## src/rtl/core/ogi_pkg.sv

```systemverilog
// Shared types, constants and helpers for the occupancy grid inflate unit.
// Used by ogi_mem, ogi_sweep and occupancy_grid_inflate_unit; no dependencies.
package ogi_pkg;

   localparam int unsigned COORD_W  = 8;
   localparam int unsigned ADDR_W   = 2 * COORD_W;
   localparam int unsigned SIZE_W   = 9;
   localparam int unsigned RADIUS_W = 4;
   localparam int unsigned DIST_W   = 5;
   localparam int unsigned SCR_W    = 3;

   localparam logic [SIZE_W-1:0] MAX_SIZE = 9'd256;
   localparam logic [DIST_W-1:0] DIST_SAT = 5'd31;

   localparam logic signed [7:0] OCC_LEVEL     = 8'sd90;
   localparam logic signed [7:0] CAUTION_LEVEL = 8'sd50;

   localparam logic [1:0] OP_LOAD = 2'd0;
   localparam logic [1:0] OP_RUN  = 2'd1;
   localparam logic [1:0] OP_READ = 2'd2;

   localparam logic [1:0] CSR_WIDTH  = 2'd0;
   localparam logic [1:0] CSR_HEIGHT = 2'd1;
   localparam logic [1:0] CSR_RADIUS = 2'd2;

   localparam logic [1:0] CODE_FREE     = 2'd0;
   localparam logic [1:0] CODE_CAUTION  = 2'd1;
   localparam logic [1:0] CODE_OCCUPIED = 2'd2;
   localparam logic [1:0] CODE_UNKNOWN  = 2'd3;

   typedef struct packed {
      logic [ADDR_W-1:0] addr;
      logic              raw_we;
      logic [7:0]        raw_wdata;
      logic              scr_we;
      logic [SCR_W-1:0]  scr_wdata;
      logic              res_we;
      logic [1:0]        res_wdata;
   } mem_req_type;

   function automatic logic [7:0] code_value(input logic [1:0] code);
      logic [7:0] v;
      case (code)
         CODE_FREE:     v = 8'd0;
         CODE_CAUTION:  v = 8'd50;
         CODE_OCCUPIED: v = 8'd100;
         default:       v = 8'hFF;
      endcase
      return v;
   endfunction

endpackage

```

## src/rtl/core/ogi_sweep.sv

```systemverilog
// Inflation sequencer: four line sweeps with one shared distance counter.
// Depends on ogi_pkg; drives the scratch and result stores of ogi_mem.
module ogi_sweep (
   input  logic                             clock,
   input  logic                             reset,
   input  logic                             start,
   input  logic [ogi_pkg::COORD_W-1:0]      wm1,
   input  logic [ogi_pkg::COORD_W-1:0]      hm1,
   input  logic [ogi_pkg::RADIUS_W-1:0]     radius,
   input  logic [7:0]                       raw_rdata,
   input  logic [ogi_pkg::SCR_W-1:0]        scr_rdata,
   output ogi_pkg::mem_req_type             mem_req,
   output logic                             done
);

   typedef enum logic [2:0] {
      SW_IDLE, SW_ROW_FWD, SW_ROW_BWD, SW_COL_FWD, SW_COL_BWD
   } sweep_state_type;

   sweep_state_type                state_ff, state_in;
   logic                           phase_ff, phase_in;
   logic [ogi_pkg::COORD_W-1:0]    inner_ff, inner_in;
   logic [ogi_pkg::COORD_W-1:0]    outer_ff, outer_in;
   logic [ogi_pkg::DIST_W-1:0]     dist_ff, dist_in;
   logic                           done_ff, done_in;

   logic                           row_pass;
   logic                           fwd;
   logic [ogi_pkg::COORD_W-1:0]    inner_max;
   logic [ogi_pkg::COORD_W-1:0]    outer_max;
   logic [ogi_pkg::COORD_W-1:0]    pos;
   logic [ogi_pkg::COORD_W-1:0]    row;
   logic [ogi_pkg::COORD_W-1:0]    col;
   logic                           src;
   logic                           hit;
   logic                           raw_occ;
   logic                           raw_caution;
   logic                           raw_known;
   logic [1:0]                     code;

   assign row_pass  = (state_ff == SW_ROW_FWD) || (state_ff == SW_ROW_BWD);
   assign fwd       = (state_ff == SW_ROW_FWD) || (state_ff == SW_COL_FWD);
   assign inner_max = row_pass ? wm1 : hm1;
   assign outer_max = row_pass ? hm1 : wm1;
   assign pos       = fwd ? inner_ff : inner_max - inner_ff;
   assign row       = row_pass ? outer_ff : pos;
   assign col       = row_pass ? pos : outer_ff;

   assign raw_occ     = $signed(raw_rdata) >= ogi_pkg::OCC_LEVEL;
   assign raw_caution = $signed(raw_rdata) >= ogi_pkg::CAUTION_LEVEL;
   assign raw_known   = !raw_rdata[7];

   always_comb begin
      case (state_ff)
         SW_ROW_FWD: src = raw_occ;
         SW_ROW_BWD: src = scr_rdata[0];
         default:    src = scr_rdata[1];
      endcase
      if (src) begin
         dist_in = '0;
      end else if (inner_ff == '0) begin
         dist_in = ogi_pkg::DIST_SAT;
      end else if (dist_ff == ogi_pkg::DIST_SAT) begin
         dist_in = dist_ff;
      end else begin
         dist_in = dist_ff + 1'b1;
      end
      hit = dist_in <= {1'b0, radius};

      if (raw_occ) begin
         code = ogi_pkg::CODE_OCCUPIED;
      end else if (raw_caution || scr_rdata[2] || hit) begin
         code = ogi_pkg::CODE_CAUTION;
      end else if (raw_known) begin
         code = ogi_pkg::CODE_FREE;
      end else begin
         code = ogi_pkg::CODE_UNKNOWN;
      end

      mem_req           = '0;
      mem_req.addr      = {row, col};
      mem_req.res_wdata = code;
      case (state_ff)
         SW_ROW_FWD: mem_req.scr_wdata = {1'b0, hit, raw_occ};
         SW_ROW_BWD: mem_req.scr_wdata = {scr_rdata[2], scr_rdata[1] | hit, scr_rdata[0]};
         default:    mem_req.scr_wdata = {hit, scr_rdata[1], scr_rdata[0]};
      endcase
      mem_req.scr_we = phase_ff && (state_ff != SW_IDLE) && (state_ff != SW_COL_BWD);
      mem_req.res_we = phase_ff && (state_ff == SW_COL_BWD);
   end

   always_comb begin
      state_in = state_ff;
      phase_in = phase_ff;
      inner_in = inner_ff;
      outer_in = outer_ff;
      done_in  = 1'b0;
      case (state_ff)
         SW_IDLE: begin
            if (start) begin
               state_in = SW_ROW_FWD;
               phase_in = 1'b0;
               inner_in = '0;
               outer_in = '0;
            end
         end
         default: begin
            phase_in = !phase_ff;
            if (phase_ff) begin
               if (inner_ff != inner_max) begin
                  inner_in = inner_ff + 1'b1;
               end else begin
                  inner_in = '0;
                  if (outer_ff != outer_max) begin
                     outer_in = outer_ff + 1'b1;
                  end else begin
                     outer_in = '0;
                     case (state_ff)
                        SW_ROW_FWD: state_in = SW_ROW_BWD;
                        SW_ROW_BWD: state_in = SW_COL_FWD;
                        SW_COL_FWD: state_in = SW_COL_BWD;
                        default: begin
                           state_in = SW_IDLE;
                           done_in  = 1'b1;
                        end
                     endcase
                  end
               end
            end
         end
      endcase
   end

   always_ff @(posedge clock) begin
      if (reset) begin
         state_ff <= SW_IDLE;
         phase_ff <= 1'b0;
         done_ff  <= 1'b0;
      end else begin
         state_ff <= state_in;
         phase_ff <= phase_in;
         done_ff  <= done_in;
      end
      inner_ff <= inner_in;
      outer_ff <= outer_in;
      if (phase_ff) begin
         dist_ff <= dist_in;
      end
   end

   assign done = done_ff;

endmodule

```

## config.mk

```make
export PLATFORM = sky130hd
export DESIGN_NAME = ogi_sweep
export DESIGN_NICKNAME = d
export VERILOG_FILES = /design/src/rtl/core/ogi_pkg.sv /design/src/rtl/core/ogi_sweep.sv
export SDC_FILE = /design/constraint.sdc
export NUM_CORES = 1
export LEC_CHECK = 0
export CAP_MARGIN = 20
export CORE_ASPECT_RATIO = 2
export CORE_MARGIN = 2
export CORE_UTILIZATION = 38
export DETAILED_ROUTE_END_ITERATION = 10
export DONT_BUFFER_PORTS = 1
export PLACE_DENSITY = 0.66
export REMOVE_ABC_BUFFERS = 1
export SLEW_MARGIN = 30
export SYNTH_ARGS = -nofsm -noshare
export SYNTH_HDL_FRONTEND = slang
export SYNTH_SLANG_ARGS = --single-unit
```

## constraint.sdc

```tcl
create_clock -name clock -period 3.5 [get_ports clock]
set_input_delay 0.525 -clock clock [delete_from_list [all_inputs] [get_ports clock]]
set_output_delay 0.525 -clock clock [all_outputs]
set_load 0.01 [all_outputs]
```

==> flow_metrics.env <==
export IMPL_final_std_cell_area_no_fill_mm2=0.00330
export IMPL_timing_final_crit_share_pct=99.8
export IMPL_post_place_ws_ns=-0.134
export IMPL_timing_final_hold_violations=0
export IMPL_yosysWarnings=0
export IMPL_cts_root_buffer_cell="clkbuf_16"
export IMPL_maxClockFrequency_mhz=286
export IMPL_leakage_nw=1.33
export IMPL_synthFlopType="edfxtp_1"
export IMPL_drv_slew=0
export IMPL_clock_tree_htree_level_count=1
export IMPL_netlist_area_mm2=0.00270
export IMPL_vias_per_instance=5.58
export IMPL_critPathCaptureType="output pin"
export IMPL_unrepaired_setup_endpoints_after_global_routing="yes"
export IMPL_yosysSeqAreaShare_pct=27.1
export IMPL_grt_ovfl_total=0
export IMPL_number_of_global_route_vias_before_repair=2531
export IMPL_placement_rows=43
export IMPL_final_setup_viol_count=0
export IMPL_tritoncts="yes"
export IMPL_syn2layout_area_growth_pct=22.5
export IMPL_critPathLaunchType="primary input"
export IMPL_run_status="completed"
export IMPL_netlist_instances=338
export IMPL_initial_core_util_pct=39.2
export IMPL_async_reset_ff_share_pct=0
export IMPL_slew_headroom_pct=47.2
export IMPL_power_density_mw_per_mm2=477
export IMPL_cp_data_required_time_ns=2.97
export IMPL_maximum_clock_path_buffer_count=2
export IMPL_layout_setup_ws_ns=0.00557
export IMPL_avgRoutedWirePerCell_um=16.6
export IMPL_grt_total_usage_pct=20.2
export IMPL_number_of_nets_in_the_final_layout=419
export IMPL_max_cap_violations=0
export IMPL_die_area_mm2=0.00783
export IMPL_floorplan_die_height_um=123
export IMPL_post_route_cells_drive_above_1_share_pct=23.9
export IMPL_final_cell_mix="nand2_1, buf_4, nor2_1"
export IMPL_synth_edf_count=21
export IMPL_mostFrequentLayoutCell="nand2_1"
export IMPL_worst_path_most_repeated_cell="o21a_1"
export IMPL_holdCritPathClass="in2reg"
export IMPL_cp_max_fo=4
export IMPL_first_pass_iters=4
export IMPL_critPathKind="in2out"
export IMPL_timing_critical_path_buf_inv=0
export IMPL_clk_pin_slew_worst_paths_ns=0.07
export IMPL_grt_first_pass_wirelength_um=12200
export IMPL_cts_sink_count=26
export IMPL_io_port_bufs=0
export IMPL_crit_path_top_delay_cell="o211ai_1"
export IMPL_number_of_antenna_violations_at_the_first_check_in_global_routing=0
export IMPL_coreArea_mm2=0.00689
export IMPL_die_width_um=63.6
export IMPL_gpl_final_weighted_congestion=0.909
export IMPL_cts_buf_count=3
export IMPL_cp_data_arrival_time_ns=2.97
export IMPL_via_count=2557
export IMPL_design_power_total_w=0.00158
export IMPL_max_stage_delay_ns=0.28
export IMPL_io_pins=67
export IMPL_postRouteAntennaNets=0
export IMPL_path_delay_family="compound AO/OA/AOI/OAI gates"
export IMPL_max_slew_worst_pin_slew_ns=0.786
export IMPL_dp_hpwl_um=5990
export IMPL_worst_skew_pair_late_latency_ns=0.27
export IMPL_drcViolationCount=0
export IMPL_period_needed_ns=3.49
export IMPL_antenna_diode_count=0
export IMPL_cp_cell_sequence="o211a_1, o211ai_1, a22oi_2, o21a_2, a21oi_2, ha_1, nor2b_1, o21a_1, o21a_1, o21a_4, o41ai_2, a221o_1"
export IMPL_syn_mean_instance_area_um2=7.98
export IMPL_yosys_register_bits=26
export IMPL_synthDistinctLibCells=56
export IMPL_setup_tns_final_ns=0
export IMPL_drt_wl_total_um=7620
export IMPL_initialDrtViolationCount=75
export IMPL_vdd_drop_max_v=0.000223
export IMPL_clock_skew_final_ns=0.00703
export IMPL_grt_start_max_net_pins=19
export IMPL_cts_hold_buffers=0
export IMPL_detailed_place_area_mm2=0.00292
-- kinds of logic after synthesis --
| kind of cell | after synthesis | synth area share (%) |
|---|---|---|
| muxes | 9 | 3.57 |
| other | 1 | 0.139 |
| AOI/OAI and AO/OA | 77 | 20.2 |
| and+or+nand+nor | 131 | 23.4 |
| buffers and inverters | 51 | 8.54 |
| DFF | 26 | 27.1 |
| xor gates and xnor gates | 27 | 9.33 |
| adders and majority gates | 16 | 7.70 |
-- layer usage --
metal  wire length (µm)  GRT usage, %  vias to the layer above
li1                   -             -                     1246
met1               2610          19.0                     1213
met2               4370          39.9                       71
met3                276          3.28                       27
met4                369          11.3                        0
met5                  0             0                        -
-- state kept, by name, indices dropped and copies added, names as in the netlist --
signal / flops
inner_ff: 8
phase_ff: 1
dist_ff: 5
done: 1
outer_ff: 8
state_ff: 3
-- Yosys cell counts (7+ instances only) --
| cell type | instances | area share, % |
|---|---|---|
| o21ai_0 | 19 | 3.5 |
| xnor2_1 | 14 | 4.5 |
| nand3_1 | 16 | 3.0 |
| a21oi_1 | 11 | 2.0 |
| buf_4 | 10 | 2.8 |
| nor2b_1 | 7 | 1.6 |
| ha_1 | 15 | 7.0 |
| inv_1 | 30 | 4.2 |
| nor2_1 | 32 | 4.5 |
| edfxtp_1 | 21 | 23 |
| nor3_1 | 11 | 2.0 |
| clkbuf_1 | 10 | 1.4 |
| xor2_1 | 11 | 3.6 |
| a31oi_1 | 8 | 1.9 |
| nand2_1 | 40 | 5.6 |
-- metrics by stage --
step / util [%] / cells / hold slack (ns)
floorplan: - / 325 / 0.565
global placement: 42.5 / 442 / 0.597
detailed placement: 42.5 / 442 / 0.598
CTS: 45.6 / 451 / 0.305
global route: 48.0 / 458 / 0.301
finish: 48.0 / 458 / 0.309
-- timing repair --
action | CTS | global route
setup endpoints to repair | 12 | 10
resized for setup | 17 | 25
buffers inserted | 5 | 7
pin swaps | 5 | 17
-- worst paths after layout --
path / depth (start not counted) / slack [ns] / startpoint / to
max reg2reg: 13 / 0.48 / state_ff[0] / state_ff[1]
min reg2reg: 2 / 0.63 / state_ff[0] / state_ff[0]
max: 12 / 0.006 / raw_rdata[2] / mem_req[4]
min: 1 / 0.31 / reset / done
-- area by class of cell --
| class | instances | area (µm²) |
|---|---|---|
| Fill cell | 691 | 3580 |
| Sequential cell | 26 | 738 |
| Multi-Input combinational cell | 269 | 1930 |
| Inverter | 30 | 116 |
| Timing Repair Buffer | 39 | 309 |
| Tap cell | 90 | 113 |
| Clock buffer | 4 | 100 |
-- where the power goes --
group,switching [W],total [W],internal (W)
clock network,0.000120,0.000319,0.000200
logic,0.000460,0.000822,0.000362
registers,0.0000514,0.000435,0.000384
(Power assumes the default switching activity.)
